--- src/hw/rtl/ped_pkg.sv ---
// ---------------------------------------------------------------------------
// ped_pkg
// Shared types, constants and helpers for the particle Euler/drag update pipe
// ---------------------------------------------------------------------------
package ped_pkg;

    localparam int NStage  = 6;
    localparam int PosW    = 32;
    localparam int LifeW   = 24;
    localparam int PhaseW  = 16;
    localparam int DragW   = 16;
    localparam int SpdW    = 24;
    localparam int TimeW   = 16;
    localparam int GravW   = 13;
    localparam int ScaleW  = 16;
    localparam int DampW   = 29;
    localparam int DtW     = DragW + TimeW;
    localparam int VspW    = DtW + ScaleW;
    localparam int GtW     = GravW + TimeW + 1;
    localparam int SpinPW  = SpdW + TimeW + 1;
    localparam int VprodW  = PosW + DampW + 1;
    localparam int StepPW  = PosW + TimeW + 1;
    localparam int CfgIdxW = 2;
    localparam int CfgDatW = 16;

    localparam logic [DtW:0] OneQ28 = (DtW + 1)'(1) << 28;

    typedef enum logic [CfgIdxW-1:0] {
        CFG_STEP_TIME = 2'd0,
        CFG_GRAVITY   = 2'd1,
        CFG_VSCALE    = 2'd2
    } ped_cfg_idx_t;

    typedef struct packed {
        logic        [TimeW-1:0]  step_time;
        logic signed [GravW-1:0]  gravity_accel;
        logic        [ScaleW-1:0] vertical_drag_scale;
    } ped_cfg_t;

    // first field sits in the low bits, so members are listed last-first
    typedef struct packed {
        logic signed [SpdW-1:0]   spin_speed;
        logic        [PhaseW-1:0] spin_angle;
        logic        [DragW-1:0]  drag_rate;
        logic signed [LifeW-1:0]  life_left;
        logic signed [PosW-1:0]   vel_z;
        logic signed [PosW-1:0]   vel_y;
        logic signed [PosW-1:0]   vel_x;
        logic signed [PosW-1:0]   pos_z;
        logic signed [PosW-1:0]   pos_y;
        logic signed [PosW-1:0]   pos_x;
    } ped_item_t;

    typedef struct packed {
        logic        [PhaseW-1:0] new_spin;
        logic signed [LifeW-1:0]  new_life;
        logic signed [PosW-1:0]   new_vz;
        logic signed [PosW-1:0]   new_vy;
        logic signed [PosW-1:0]   new_vx;
        logic signed [PosW-1:0]   new_z;
        logic signed [PosW-1:0]   new_y;
        logic signed [PosW-1:0]   new_x;
    } ped_res_t;

    typedef struct packed {
        logic [NStage-1:0] load;
    } ped_ctrl_t;

    typedef struct packed {
        logic        [DampW-1:0]  lat;
        logic        [DampW-1:0]  vert;
        logic signed [PosW-1:0]   vy;
        logic        [PhaseW-1:0] spin;
        logic                     live;
    } ped_coef_t;

    typedef struct packed {
        logic signed [PosW-1:0]   vx;
        logic signed [PosW-1:0]   vy;
        logic signed [PosW-1:0]   vz;
        logic signed [StepPW-1:0] qx;
        logic signed [StepPW-1:0] qy;
        logic signed [StepPW-1:0] qz;
        logic        [PhaseW-1:0] spin;
        logic                     live;
    } ped_vel_t;

    // one minus loss in Q1.28, clamped at zero
    function automatic logic [DampW-1:0] damp_clamp(input logic [DtW-1:0] loss);
        logic [DtW:0] diff;
        diff = OneQ28 - {1'b0, loss};
        return diff[DtW] ? '0 : diff[DampW-1:0];
    endfunction

    function automatic logic signed [PosW-1:0] sat32(input logic signed [PosW:0] x);
        logic signed [PosW-1:0] r;
        if (x[PosW] != x[PosW-1]) begin
            r = x[PosW] ? {1'b1, {(PosW-1){1'b0}}} : {1'b0, {(PosW-1){1'b1}}};
        end else begin
            r = x[PosW-1:0];
        end
        return r;
    endfunction

endpackage

--- src/hw/rtl/ped_coef.sv ---
// ---------------------------------------------------------------------------
// ped_coef
// Stages 1-3: life update, damping factors, gravity and spin phase
// ---------------------------------------------------------------------------
module ped_coef (
    input  logic                aclk,
    input  ped_pkg::ped_ctrl_t  ctrl,
    input  ped_pkg::ped_cfg_t   cfg,
    input  ped_pkg::ped_item_t  item_in,
    output ped_pkg::ped_item_t  item_out,
    output ped_pkg::ped_coef_t  coef_out
);
    import ped_pkg::*;

    logic signed [LifeW:0]    life_dec;
    logic                     was_alive;
    logic                     live_c;
    ped_item_t                item1_next;
    logic        [DtW-1:0]    dtp_c;
    logic signed [GtW-1:0]    gt_c;
    logic        [VspW-1:0]   vsp_c;
    logic signed [SpinPW-1:0] sprod_c;
    ped_coef_t                coef3_next;

    ped_item_t                item1_reg, item2_reg, item3_reg;
    logic                     live1_reg, live2_reg;
    logic        [DtW-1:0]    dtp1_reg;
    logic signed [GtW-1:0]    gt1_reg;
    logic        [DampW-1:0]  lat2_reg;
    logic        [VspW-1:0]   vsp2_reg;
    logic signed [PosW-1:0]   vy2_reg;
    logic signed [SpinPW-1:0] sprod2_reg;
    ped_coef_t                coef3_reg;

    // stage 1
    always_comb begin
        was_alive  = item_in.life_left > 0;
        life_dec   = (LifeW + 1)'(item_in.life_left) - $signed({1'b0, 8'd0, cfg.step_time});
        live_c     = was_alive && (life_dec > 0);
        item1_next = item_in;
        if (was_alive) begin
            item1_next.life_left = life_dec[LifeW-1:0];
        end
        dtp_c = DtW'(item_in.drag_rate) * DtW'(cfg.step_time);
        gt_c  = $signed(cfg.gravity_accel) * $signed({1'b0, cfg.step_time});
    end

    always_ff @(posedge aclk) begin
        if (ctrl.load[0]) begin
            item1_reg <= item1_next;
            live1_reg <= live_c;
            dtp1_reg  <= dtp_c;
            gt1_reg   <= gt_c;
        end
    end

    // stage 2
    always_comb begin
        vsp_c   = VspW'(dtp1_reg) * VspW'(cfg.vertical_drag_scale);
        sprod_c = $signed(item1_reg.spin_speed) * $signed({1'b0, cfg.step_time});
    end

    always_ff @(posedge aclk) begin
        if (ctrl.load[1]) begin
            item2_reg  <= item1_reg;
            live2_reg  <= live1_reg;
            lat2_reg   <= damp_clamp(dtp1_reg);
            vsp2_reg   <= vsp_c;
            vy2_reg    <= sat32((PosW + 1)'(item1_reg.vel_y) + (PosW + 1)'(gt1_reg));
            sprod2_reg <= sprod_c;
        end
    end

    // stage 3
    always_comb begin
        coef3_next.lat  = lat2_reg;
        coef3_next.vert = damp_clamp(vsp2_reg[VspW-1:ScaleW]);
        coef3_next.vy   = vy2_reg;
        coef3_next.spin = item2_reg.spin_angle + sprod2_reg[PhaseW+TimeW-1:TimeW];
        coef3_next.live = live2_reg;
    end

    always_ff @(posedge aclk) begin
        if (ctrl.load[2]) begin
            item3_reg <= item2_reg;
            coef3_reg <= coef3_next;
        end
    end

    assign item_out = item3_reg;
    assign coef_out = coef3_reg;

endmodule

--- config.mk ---
export PLATFORM = sky130hd
export DESIGN_NAME = ped_coef
export DESIGN_NICKNAME = d
export VERILOG_FILES = /design/src/hw/rtl/ped_pkg.sv /design/src/hw/rtl/ped_coef.sv
export SDC_FILE = /design/constraint.sdc
export NUM_CORES = 2
export LEC_CHECK = 0
export BUFFER_PORTS_ARGS = -buffer_cell sky130_fd_sc_hd__clkbuf_2
export CAP_MARGIN = 20
export CORE_ASPECT_RATIO = 1.2
export CORE_UTILIZATION = 24
export CTS_BUF_LIST = sky130_fd_sc_hd__clkbuf_4 sky130_fd_sc_hd__clkbuf_8
export CTS_CLUSTER_DIAMETER = 50
export DETAILED_ROUTE_END_ITERATION = 10
export GPL_ROUTABILITY_DRIVEN = 0
export PLACE_DENSITY = 0.42
export SLEW_MARGIN = 20
export SYNTH_ARGS = -nofsm -noshare
export SYNTH_HDL_FRONTEND = slang
export SYNTH_SLANG_ARGS = --single-unit
--- constraint.sdc ---
create_clock -name aclk -period 14.1 [get_ports aclk]
set_clock_uncertainty 0.05 [all_clocks]
set_input_delay 0 -clock aclk [delete_from_list [all_inputs] [get_ports aclk]]
set_output_delay 0 -clock aclk [all_outputs]
set_load 0.1 [all_outputs]
==> flow_summary.toml <==
[sta]
finalMaxSlewViolations = 0
fmax_ghz = 0.135
rsz0062_at_grt = "false"
setup_tns_ns = 0
max_slew_margin_pct = 27.0
tightest_slew_ns = 1.10
hold_viol_final = 0
min_period_ns = 7.42
setup_viol = 0
layout_setup_ws_ns = 6.68
period_share_pct = 52.6

[worst_hold_path]
whs_endpoint = "item_out[109]$_DFFE_PP_"
hold_path.class = "input pin to flip-flop"
holdPathStages = 2
min_from = "ctrl[2]"

[critical_path]
path_delay_family = "adder cells"
reg2reg_depth = 20
crit_required_ns = 14.75
crit_type = "flip-flop to flip-flop"
path_cells = "nand2_1 > fa_1 > inv_1 > fa_1 > fa_1 > fa_1 > fa_1 > inv_1 > fa_1 > inv_1 > ha_1 > and3_1 > nand4_1 > a221o_1 > a311oi_1 > or3_1 > nand4_1 > a21oi_1 > o221ai_1 > xnor2_1"
crit_top_cell = "fa_1"
arrival_ns = 8.07
end_kind = "flip-flop"
crit_path_start_kind = "flip-flop"
r2r_slack_ns = 6.68
reg2reg_to = "vsp2_reg[40]$_DFFE_PP_"
critPathSlowestCell = "edfxtp_1"
cpPeakStageDelay_ns = 1.06
worst-path-buf-inv = 3
r2r-start = "dtp1_reg[10]$_DFFE_PP_"
crit_fanout = 21

[detailed_routing]
wire_per_inst_um = 18.9
drt-initial-drc-count = 2234
wl_mm = 237
vias = 52102
first_pass_iters = 5
route.detailed.drc = 0
drtAntennaViolNets = 0
viasPerCell = 4.16

[job]
cap_viol_max_count = 0

[clocking]
cts-htree-levels = 4
clockBufferDepth = 4
ctsResizeCount = 0
clock_sink_count = 1096
cts_root_buf = "clkbuf_8"
cts_tree = "yes"
cts_buffers = 196
path_clk_slew_ns = 0.06
insertion_delay_ns = 0.96

[logic_synthesis]
synth_seq_cells = 1096
yosysWarnings = 0
syn_nets = 8547
synth_edf_count = 1096
synthCells = 6689
syn_area_um2 = 79600
synthFlopType = "edfxtp_1"
yosysTopAreaCell = "edfxtp_1"
synthAdderAreaFrac_pct = 34.2
synth_top_area_share_pct = 41.3
netlist_top_cells_area = "edfxtp_1, fa_1, ha_1"
async_reset_ff_share_pct = 0
synth_top_family_by_area = "adder cells"
synth_compound_area_share_pct = 3.64
ys_types = 74
synthSimpleGateAreaFrac_pct = 11.1
synth.area.mux_share_pct = 0.0691
synth_xor_xnor_area_share_pct = 2.35
syn_avg_cell_area_um2 = 11.9
ys_seq_area_share_pct = 41.3

[layout]
multi_input_area_um2 = 40900
nFillCells = 34062
final_common_cell = "inv_1"
nNetsFinal = 9790
register_area_um2 = 32900
drive_gt1_share_pct = 13.7
syn_to_final_growth_pct = 22.6
fin_util_pct = 29.6
mostFrequentLayoutCells = "inv_1, edfxtp_1, fa_1"

[grt]
grt_pass1_vias = 58023
antenna_found_initial = 47
grt_start_max_net_pins = 136
grt_pass1_wl_mm = 361
grtUsageTotal_pct = 14.2
grt.overflow.total = 0

[outcome]
status = "complete, no violations"

[floorplan]
die_w_um = 528
core.rowCount = 231
initial_utilization_pct = 24.1
pin_count = 703
dieArea_um2 = 334000
fp.dieH_um = 633
core_area_um2 = 330000

[place]
portBuffers = 699
place_ws_ns = 6.18
post-dp-hpwl_mm = 177
-- stage by stage --
step	cell area (µm²)	std cells	hold slack, ns
5_1_grt	97600	12519	0.0789
6_report	97600	12535	0.116
3_3_place_gp	88200	11613	0.127
2_1_floorplan	79600	6689	0.0489
4_1_cts	97600	12513	0.00489
3_5_place_dp	88200	11613	0.129
-- cell usage after synthesis (all sizes together), types with 13 or more instances --
cell,instances
a211oi,19
a21o,62
a21oi,116
a31oi,19
and2,499
and3,13
buf,13
clkbuf,260
edfxtp,1096
fa,1065
ha,469
inv,1270
nand2,927
nand2b,31
nand3,31
nand4,19
nor2,151
nor2b,25
nor3,55
nor4,20
o21a,29
o21ai,96
o31ai,16
or3,26
xnor2,130
xor2,84
-- area by class of cell --
cell class | instances | area share, %
clock buffers | 250 | 3.18
diodes | 22 | 0.0564
clock inverters | 102 | 0.769
inverters | 1270 | 4.88
repair buffers | 1318 | 9.80
well taps | 4427 | 5.67
flip-flops and latches | 1096 | 33.7
multi-input cells | 4050 | 41.9
-- per-layer routing --
layer | global-route usage [%] | vias to the layer above | part of all wire (%)
li1 | - | 23734 | -
met1 | 17.3 | 26757 | 42
met2 | 25.0 | 1184 | 49
met3 | 2.72 | 395 | 5.2
met4 | 5.04 | 32 | 3.6
met5 | 0 | - | 0.088
-- worst max path at each step --
stage	start	endpoint	depth (start not counted)	slack, ns
6_report	dtp1_reg[10]$_DFFE_PP_	vsp2_reg[40]$_DFFE_PP_	20	6.68
5_1_grt	item1_reg[256]$_DFFE_PP_	sprod2_reg[30]$_DFFE_PP_	19	6.23
4_1_cts	item1_reg[256]$_DFFE_PP_	sprod2_reg[30]$_DFFE_PP_	19	6.49
3_5_place_dp	cfg[31]	dtp1_reg[27]$_DFFE_PP_	22	6.18
3_3_place_gp	cfg[31]	dtp1_reg[27]$_DFFE_PP_	22	6.14
2_1_floorplan	dtp1_reg[7]$_DFFE_PP_	vsp2_reg[39]$_DFFE_PP_	25	7.51
-- kinds of logic after synthesis --
group | count (synthesis)
adders and majority gates | 1542
and+or+nand+nor | 1841
DFF | 1096
buffers and inverters | 1543
xor gates and xnor gates | 214
AOI/OAI and AO/OA | 448
muxes | 5
-- worst register-to-register path: stages, from the launching register on --
cell      delay (ns)
edfxtp_1        1.06
nand2_1         0.20
fa_1            0.57
inv_1           0.06
fa_1            0.51
fa_1            0.51
fa_1            0.50
fa_1            0.50
inv_1           0.05
fa_1            0.47
inv_1           0.04
ha_1            0.34
and3_1          0.23
nand4_1         0.11
a221o_1         0.29
a311oi_1        0.49
or3_1           0.34
nand4_1         0.17
a21oi_1         0.31
o221ai_1        0.21
xnor2_1         0.15
-- timing repair --
action / CTS / global route
endpoints found under the setup margin: 0 / 0
hold buffers: 548 / 0
buffers inserted: 0 / 0
endpoints found under the hold margin: 618 / 0
Power is not shown: default switching activity piles up to over one toggle a cycle in this logic, so the estimate is an artifact.
