<file path="config.mk">
export PLATFORM = sky130hd
export DESIGN_NAME = ped_pos
export DESIGN_NICKNAME = d
export VERILOG_FILES = /design/src/hw/rtl/ped_pkg.sv /design/src/hw/rtl/ped_pos.sv
export SDC_FILE = /design/constraint.sdc
export NUM_CORES = 1
export LEC_CHECK = 0
export ABC_AREA = 0
export BUFFER_PORTS_ARGS = -buffer_cell sky130_fd_sc_hd__clkbuf_2
export CAP_MARGIN = 25
export CORE_AREA = 2 2 299 301
export CTS_BUF_LIST = sky130_fd_sc_hd__clkbuf_16
export DETAILED_ROUTE_END_ITERATION = 16
export DIE_AREA = 0 0 301 303
export PLACE_DENSITY_LB_ADDON = 0.08
export SLEW_MARGIN = 20
export SYNTH_ARGS = -nofsm -noshare
export SYNTH_HDL_FRONTEND = slang
export SYNTH_SLANG_ARGS = --single-unit
</file>
<file path="constraint.sdc">
create_clock -name aclk -period 7.9 [get_ports aclk]
set_input_delay 0.395 -clock aclk [delete_from_list [all_inputs] [get_ports aclk]]
set_output_delay 0.395 -clock aclk [all_outputs]
set_load 0.02 [all_outputs]
</file>
<file path="src/hw/rtl/ped_pkg.sv">
// ---------------------------------------------------------------------------
// ped_pkg
// Shared types, constants and helpers for the particle Euler/drag update pipe
// ---------------------------------------------------------------------------
package ped_pkg;

    localparam int NStage  = 6;
    localparam int PosW    = 32;
    localparam int LifeW   = 24;
    localparam int PhaseW  = 16;
    localparam int DragW   = 16;
    localparam int SpdW    = 24;
    localparam int TimeW   = 16;
    localparam int GravW   = 13;
    localparam int ScaleW  = 16;
    localparam int DampW   = 29;
    localparam int DtW     = DragW + TimeW;
    localparam int VspW    = DtW + ScaleW;
    localparam int GtW     = GravW + TimeW + 1;
    localparam int SpinPW  = SpdW + TimeW + 1;
    localparam int VprodW  = PosW + DampW + 1;
    localparam int StepPW  = PosW + TimeW + 1;
    localparam int CfgIdxW = 2;
    localparam int CfgDatW = 16;

    localparam logic [DtW:0] OneQ28 = (DtW + 1)'(1) << 28;

    typedef enum logic [CfgIdxW-1:0] {
        CFG_STEP_TIME = 2'd0,
        CFG_GRAVITY   = 2'd1,
        CFG_VSCALE    = 2'd2
    } ped_cfg_idx_t;

    typedef struct packed {
        logic        [TimeW-1:0]  step_time;
        logic signed [GravW-1:0]  gravity_accel;
        logic        [ScaleW-1:0] vertical_drag_scale;
    } ped_cfg_t;

    // first field sits in the low bits, so members are listed last-first
    typedef struct packed {
        logic signed [SpdW-1:0]   spin_speed;
        logic        [PhaseW-1:0] spin_angle;
        logic        [DragW-1:0]  drag_rate;
        logic signed [LifeW-1:0]  life_left;
        logic signed [PosW-1:0]   vel_z;
        logic signed [PosW-1:0]   vel_y;
        logic signed [PosW-1:0]   vel_x;
        logic signed [PosW-1:0]   pos_z;
        logic signed [PosW-1:0]   pos_y;
        logic signed [PosW-1:0]   pos_x;
    } ped_item_t;

    typedef struct packed {
        logic        [PhaseW-1:0] new_spin;
        logic signed [LifeW-1:0]  new_life;
        logic signed [PosW-1:0]   new_vz;
        logic signed [PosW-1:0]   new_vy;
        logic signed [PosW-1:0]   new_vx;
        logic signed [PosW-1:0]   new_z;
        logic signed [PosW-1:0]   new_y;
        logic signed [PosW-1:0]   new_x;
    } ped_res_t;

    typedef struct packed {
        logic [NStage-1:0] load;
    } ped_ctrl_t;

    typedef struct packed {
        logic        [DampW-1:0]  lat;
        logic        [DampW-1:0]  vert;
        logic signed [PosW-1:0]   vy;
        logic        [PhaseW-1:0] spin;
        logic                     live;
    } ped_coef_t;

    typedef struct packed {
        logic signed [PosW-1:0]   vx;
        logic signed [PosW-1:0]   vy;
        logic signed [PosW-1:0]   vz;
        logic signed [StepPW-1:0] qx;
        logic signed [StepPW-1:0] qy;
        logic signed [StepPW-1:0] qz;
        logic        [PhaseW-1:0] spin;
        logic                     live;
    } ped_vel_t;

    // one minus loss in Q1.28, clamped at zero
    function automatic logic [DampW-1:0] damp_clamp(input logic [DtW-1:0] loss);
        logic [DtW:0] diff;
        diff = OneQ28 - {1'b0, loss};
        return diff[DtW] ? '0 : diff[DampW-1:0];
    endfunction

    function automatic logic signed [PosW-1:0] sat32(input logic signed [PosW:0] x);
        logic signed [PosW-1:0] r;
        if (x[PosW] != x[PosW-1]) begin
            r = x[PosW] ? {1'b1, {(PosW-1){1'b0}}} : {1'b0, {(PosW-1){1'b1}}};
        end else begin
            r = x[PosW-1:0];
        end
        return r;
    endfunction

endpackage

</file>
<file path="src/hw/rtl/ped_pos.sv">
// ---------------------------------------------------------------------------
// ped_pos
// Stage 6: position integration with saturation and result select
// ---------------------------------------------------------------------------
module ped_pos (
    input  logic                aclk,
    input  ped_pkg::ped_ctrl_t  ctrl,
    input  ped_pkg::ped_item_t  item_in,
    input  ped_pkg::ped_vel_t   vel_in,
    output ped_pkg::ped_res_t   res_out,
    output logic                alive_out
);
    import ped_pkg::*;

    ped_res_t res_next;
    ped_res_t res_reg;
    logic     alive_reg;

    always_comb begin
        if (vel_in.live) begin
            res_next.new_x    = sat32((PosW + 1)'(item_in.pos_x)
                                      + (PosW + 1)'($signed(vel_in.qx[PosW+TimeW-1:TimeW])));
            res_next.new_y    = sat32((PosW + 1)'(item_in.pos_y)
                                      + (PosW + 1)'($signed(vel_in.qy[PosW+TimeW-1:TimeW])));
            res_next.new_z    = sat32((PosW + 1)'(item_in.pos_z)
                                      + (PosW + 1)'($signed(vel_in.qz[PosW+TimeW-1:TimeW])));
            res_next.new_vx   = vel_in.vx;
            res_next.new_vy   = vel_in.vy;
            res_next.new_vz   = vel_in.vz;
            res_next.new_spin = vel_in.spin;
        end else begin
            res_next.new_x    = item_in.pos_x;
            res_next.new_y    = item_in.pos_y;
            res_next.new_z    = item_in.pos_z;
            res_next.new_vx   = item_in.vel_x;
            res_next.new_vy   = item_in.vel_y;
            res_next.new_vz   = item_in.vel_z;
            res_next.new_spin = item_in.spin_angle;
        end
        res_next.new_life = item_in.life_left;
    end

    always_ff @(posedge aclk) begin
        if (ctrl.load[5]) begin
            res_reg   <= res_next;
            alive_reg <= vel_in.live;
        end
    end

    assign res_out   = res_reg;
    assign alive_out = alive_reg;

endmodule

</file>
==> results of run 1 <==
==> cell type report <==
| class | count | area [µm²] |
|---|---|---|
| Timing Repair Buffer | 710 | 3730 |
| Antenna cell | 6 | 15.0 |
| Clock inverter | 26 | 224 |
| Clock buffer | 38 | 951 |
| Fill cell | 9658 | 66800 |
| Tap cell | 1165 | 1460 |
| Multi-Input combinational cell | 1014 | 7610 |
| Inverter | 49 | 184 |
| Sequential cell | 233 | 7000 |
==> cells in the final DEF, fill, tap and decap left out, drive strengths merged, types with 4 or more instances in the layout <==
| cell type | n |
|---|---|
| mux2 | 112 |
| o221ai | 19 |
| or3 | 4 |
| nand2 | 72 |
| nand2b | 18 |
| a21o | 36 |
| nand4 | 7 |
| nor2 | 101 |
| dlygate4sd3 | 24 |
| diode | 6 |
| nor2b | 5 |
| o211ai | 26 |
| o21bai | 7 |
| inv | 57 |
| a21oi | 140 |
| o22a | 18 |
| and3 | 11 |
| xnor2 | 42 |
| clkbuf | 711 |
| nor3 | 13 |
| o31ai | 11 |
| edfxtp | 233 |
| nand3b | 4 |
| a31oi | 18 |
| o21a | 32 |
| clkinv | 13 |
| o21ai | 72 |
| ha | 102 |
| a21boi | 4 |
| buf | 13 |
| xor2 | 40 |
| and2 | 10 |
| a211oi | 13 |
| o2111ai | 4 |
| nand3 | 23 |
==> path summary, 6_finish.rpt <==
check | start | to
setup / recovery | item_in[38] | res_out[49]$_DFFE_PP_
hold / removal | vel_in[11] | res_out[226]$_DFFE_PP_
==> power by group through the flow <==
stage	registers, W	clock network, W	logic, W
after detailed placement	0.00162	0	0.00141
after global routing	0.00161	0.00177	0.00153
final	0.00160	0.00164	0.00139
after floorplan	0.00181	0	0.000650
after CTS	0.00160	0.00173	0.00143
after global placement	0.00162	0	0.00142
==> flip-flops by register name (all words and copies together) (netlist names) <==
signal and cells:
alive_out 1, res_out 232
==> metrics by stage <==
stage | util, % | instance area (µm²) | instances | hold WS, ns
after global placement | 22.4 | 19700 | 3147 | 0.574
after CTS | 24.1 | 21200 | 3235 | 0.0666
after floorplan | - | 15100 | 1360 | 0.494
after global routing | 24.1 | 21200 | 3238 | 0.0877
after detailed placement | 22.4 | 19700 | 3147 | 0.574
final | 24.1 | 21200 | 3241 | 0.126
==> routing by layer <==
metal / vias up / track usage [%] / routed length (µm) / part of all wire, %
met3: 122 / 5.84 / 6510 / 9.1
met2: 493 / 26.8 / 35400 / 49
met5: - / 0 / 172 / 0.24
li1: 6551 / - / - / -
met4: 28 / 3.52 / 1690 / 2.4
met1: 6498 / 16.9 / 27800 / 39
==> kinds of logic after synthesis <==
| kind of cell | after synthesis | synth area share, % |
|---|---|---|
| and+or+nand+nor | 282 | 8.93 |
| DFF | 233 | 46.5 |
| xor gates and xnor gates | 82 | 4.77 |
| adders and majority gates | 105 | 8.87 |
| buffers and inverters | 113 | 2.98 |
| AOI/OAI and AO/OA | 432 | 19.5 |
| muxes | 113 | 8.44 |
==> repair_timing <==
| action | in CTS | in global routing |
|---|---|---|
| resized for setup | 0 | 0 |
| buffers inserted | 0 | 0 |
| hold buffers | 24 | 0 |
| hold endpoints to repair | 24 | 0 |
==> impl_metrics.json, run 1 <==
{
  "outcome": "complete, no violations",
  "synth_top_area_cell": "edfxtp_1",
  "endpoint_kind": "flop",
  "worstSetupPathDepth": 14,
  "fin_crit_sh_pct": 62.7,
  "crit_type": "in2reg",
  "clock_path_buffers": 3,
  "grt_usage_pct": 15.1,
  "io_pins": 772,
  "start_kind": "primary input",
  "place_congestion": 0.805,
  "initial_utilization_pct": 17.1,
  "ys_seq_elements": 233,
  "crit_chain": "clkbuf_2, ha_1, a2111o_1, o2111ai_1, a21oi_1, o21ai_1, a21o_1, nand2_1, a311oi_2, xnor2_1, ha_1, clkinv_1, nand2_1, o221ai_1",
  "die_h_um": 303,
  "power_density_mw_per_mm2": 219,
  "rows": 109,
  "die_x_um": 301,
  "drv_slew": 0,
  "cp_max_fo": 17,
  "p_seq_share_pct": 34.5,
  "grt_pass1_wl_um": 99900,
  "leakagePower_nw": 9.18,
  "dp_slack_ns": 2.21,
  "synthesis.area_mm2": 0.0151,
  "die_area_mm2": 0.0912,
  "worst_slew_pin_slew_ns": 0.964,
  "cts.sinks": 233,
  "vdd_drop_max_uv": 113,
  "dp_hpwl_um": 58000,
  "first_pass_iters": 4,
  "drc": 0,
  "hp-class": "in2reg",
  "synth.top_cells.by_count": "edfxtp_1, a21oi_1, mux2_2",
  "final-setup-viol-count": 0,
  "cp_data_arrival_time_ns": 5.23,
  "drt_iter0_markers": 636,
  "num_vias": 13700,
  "synth_nets": 2004,
  "grt-ovfl-total": 0,
  "synth_top_area_share_pct": 46.5,
  "p_sw_w": 0.00159,
  "max_stage_delay_ns": 0.70,
  "yosys_warnings": 0,
  "slew_headroom_pct": 35.7,
  "fin_ws_ns": 2.94,
  "min_path_cells": 2,
  "grt_pass1_vias": 14200,
  "cts_max_level": 2,
  "synthCells": 1360,
  "synth-edff-count": 233,
  "path_delay_family": "compound AO/OA/AOI/OAI gates",
  "worstPathRequired_ns": 8.18,
  "avgSynthCellArea_um2": 11.1,
  "p_sw_share_pct": 34.3,
  "cp_num_buf_inv": 2,
  "synth_cell_types": 82,
  "drt_wl_total_um": 71600,
  "tritoncts": "done",
  "hold_viol": 0,
  "area_growth_pct": 40.6,
  "max_freq_mhz": 202,
  "antenna_found_initial": 39,
  "synth.most_common_cell": "edfxtp_1",
  "synthTopCellsByArea": "edfxtp_1, ha_1, mux2_2",
  "path_clk_slew_ns": 0.06,
  "internal_power_w": 0.00304,
  "period_needed_ns": 4.96,
  "wl_per_cell_um": 22.1,
  "pwr-share-comb_pct": 30.0,
  "portBuffers": 675,
  "cts_root_buf": "clkbuf_16",
  "layout-drive-gt1-share_pct": 42.5,
  "numCtsBuffers": 37,
  "ant_nets": 0,
  "crit_slowest_cell": "clkinv_1",
  "nNetsFinal": 2689,
  "postSynth.asyncResetShare_pct": 0,
  "synth_ff_type": "edfxtp_1",
  "yosysSeqAreaShare_pct": 46.5,
  "core_area_mm2": 0.0880,
  "rsz0062_at_grt": "no",
  "total_power_w": 0.00463,
  "cap_violations": 0,
  "fin_setup_tns_ns": 0,
  "drt-vias-per-instance": 4.22,
  "clkPwrFrac_pct": 35.5,
  "grt_max_degree": 115
}
Power figures use the tool's default switching activity.
==> run 2, diff against run 1 <==
Clock period 7.9 ns to 4 ns, I/O delays scaled along.
==> impl_metrics.json, run 2 (synthesized netlist as in run 1, its figures left out) <==
{
  "drt-vias-per-instance": 4.18,
  "nFillCells": 9456,
  "cts_root_buf": "clkbuf_16",
  "start_kind": "primary input",
  "ant_nets": 0,
  "crit_type": "in2reg",
  "dp.cells": 3188,
  "final-setup-viol-count": 0,
  "period_needed_ns": 3.80,
  "tritoncts": "done",
  "wl_per_cell_um": 20.6,
  "p_sw_w": 0.00317,
  "cap_violations": 0,
  "drt_wl_total_um": 73600,
  "cp_max_fo": 15,
  "die_area_mm2": 0.0912,
  "drc": 0,
  "num_vias": 14900,
  "largest_reg_flops": 232,
  "nNetsFinal": 3011,
  "first_pass_iters": 5,
  "grt-ovfl-total": 0,
  "worstPathRequired_ns": 4.27,
  "path_clk_slew_ns": 0.06,
  "fin_crit_sh_pct": 95.1,
  "final_cells": 3568,
  "slew_headroom_pct": 48.7,
  "grt_usage_pct": 15.5,
  "internal_power_w": 0.00626,
  "dp_hpwl_um": 59100,
  "min_path_cells": 3,
  "endpoint_kind": "flop",
  "power_density_mw_per_mm2": 387,
  "rows": 109,
  "clock_path_buffers": 3,
  "antenna_found_initial": 44,
  "initial_utilization_pct": 17.1,
  "final_cell_mix": "clkbuf_2, dlygate4sd3_1, edfxtp_1, a21oi_1, mux2_2",
  "grt_max_degree": 80,
  "die_h_um": 303,
  "max_freq_mhz": 263,
  "io_pins": 772,
  "portBuffers": 675,
  "hold_viol": 0,
  "outcome": "complete, no violations",
  "utilization_pct": 27.7,
  "cp_data_arrival_time_ns": 4.07,
  "drv_slew": 0,
  "min-delay-start": "item_in[46]",
  "rsz0062_at_grt": "no",
  "cts.sinks": 233,
  "worst_slew_pin_slew_ns": 0.769,
  "p_seq_share_pct": 33.5,
  "grt_pass1_wl_um": 104000,
  "core_area_mm2": 0.0880,
  "place_congestion": 0.799,
  "pwr-share-comb_pct": 33.8,
  "grt_pass1_vias": 15700,
  "seq_area_mm2": 0.00700,
  "final_common_cell": "clkbuf_2",
  "die_x_um": 301,
  "area_growth_pct": 62.1,
  "p_sw_share_pct": 33.7,
  "clkPwrFrac_pct": 32.7,
  "fin_setup_tns_ns": 0,
  "numCtsBuffers": 36,
  "layout-drive-gt1-share_pct": 39.0,
  "cts_max_level": 2,
  "drt_iter0_markers": 604,
  "hp-class": "in2reg",
  "min_to": "res_out[46]$_DFFE_PP_",
  "leakagePower_nw": 10.5,
  "multi_input_area_mm2": 0.00768,
  "vdd_drop_max_uv": 256
}
run 2: changes by cell type in the layout (fill, tap and decap cells not counted), moves of 2 or more:
| cell | change |
|---|---|
| diode_2 | +10 |
| buf_12 | +7 |
| inv_1 | -5 |
| nand2_2 | +3 |
| buf_4 | +36 |
| clkbuf_16 | -2 |
| dlygate4sd3_1 | +280 |
| nand2_1 | -3 |
run 2: metal layers:
layer	vias up	part of all wire [%]	wire [µm]	GRT usage, %
met5	-	0.27	200	0
met4	32	3.0	2210	5.08
met3	121	9.6	7050	6.39
met2	529	49	36300	27.1
met1	7023	38	27900	16.8
li1	7225	-	-	-
run 2: critical path, stage by stage:
cell           delay [ns]
dlygate4sd3_1        0.53
clkbuf_2             0.12
ha_1                 0.36
and2_1               0.21
and4_1               0.23
o2111ai_2            0.17
a21boi_2             0.29
a31oi_4              0.12
o211ai_1             0.23
a31o_1               0.27
a311oi_4             0.14
xnor2_1              0.15
ha_1                 0.33
nand2_2              0.16
nor2_8               0.05
buf_12               0.15
a31oi_1              0.23
a21oi_1              0.12
run 2: how the worst max path moves through the flow:
stage                     depth (start not counted)         from  slack [ns]               endpoint
after detailed placement                         18   vel_in[82]        0.05  res_out[56]$_DFFE_PP_
final                                            18  item_in[72]        0.20  res_out[66]$_DFFE_PP_
after CTS                                        18  item_in[36]        0.03  res_out[49]$_DFFE_PP_
after floorplan                                  15  item_in[73]        0.57  res_out[93]$_DFFE_PP_
after global placement                           17  item_in[36]        0.08  res_out[49]$_DFFE_PP_
after global routing                             17  item_in[35]        0.01  res_out[52]$_DFFE_PP_
run 2: power groups by stage:
stage,logic [W],registers [W],clock network (W)
2_1_floorplan,0.00128,0.00358,0
3_3_place_gp,0.00294,0.00321,0
3_5_place_dp,0.00293,0.00321,0
4_1_cts,0.00323,0.00317,0.00325
5_1_grt,0.00350,0.00319,0.00330
6_report,0.00319,0.00316,0.00308
run 2: cell type report:
type / instances / area share (%)
Timing Repair Buffer: 1033 / 28.5
Antenna cell: 16 / 0.164
Multi-Input combinational cell: 1014 / 31.5
Inverter: 49 / 0.754
Sequential cell: 233 / 28.7
Clock buffer: 36 / 3.69
Clock inverter: 22 / 0.805
Tap cell: 1165 / 5.97
run 2: through the flow:
| step | power (W) | cell area [µm²] | worst slack, ns | hold WS [ns] |
|---|---|---|---|---|
| 6_report | 0.00943 | 24400 | 0.197 | 0.0418 |
| 5_1_grt | 0.00999 | 24400 | 0.0139 | 0.0240 |
| 4_1_cts | 0.00965 | 24300 | 0.0332 | 0.000381 |
| 3_5_place_dp | 0.00614 | 20100 | 0.0494 | 0.379 |
| 3_3_place_gp | 0.00616 | 20100 | 0.0805 | 0.378 |
| 2_1_floorplan | 0.00487 | 15100 | 0.574 | 0.299 |
run 2: timing repair:
action | in CTS | in global routing
hold buffers | 304 | 0
resized for setup | 0 | 15
endpoints found under the hold margin | 195 | 0
setup endpoints to repair | 0 | 57
setup buffers | 0 | 2
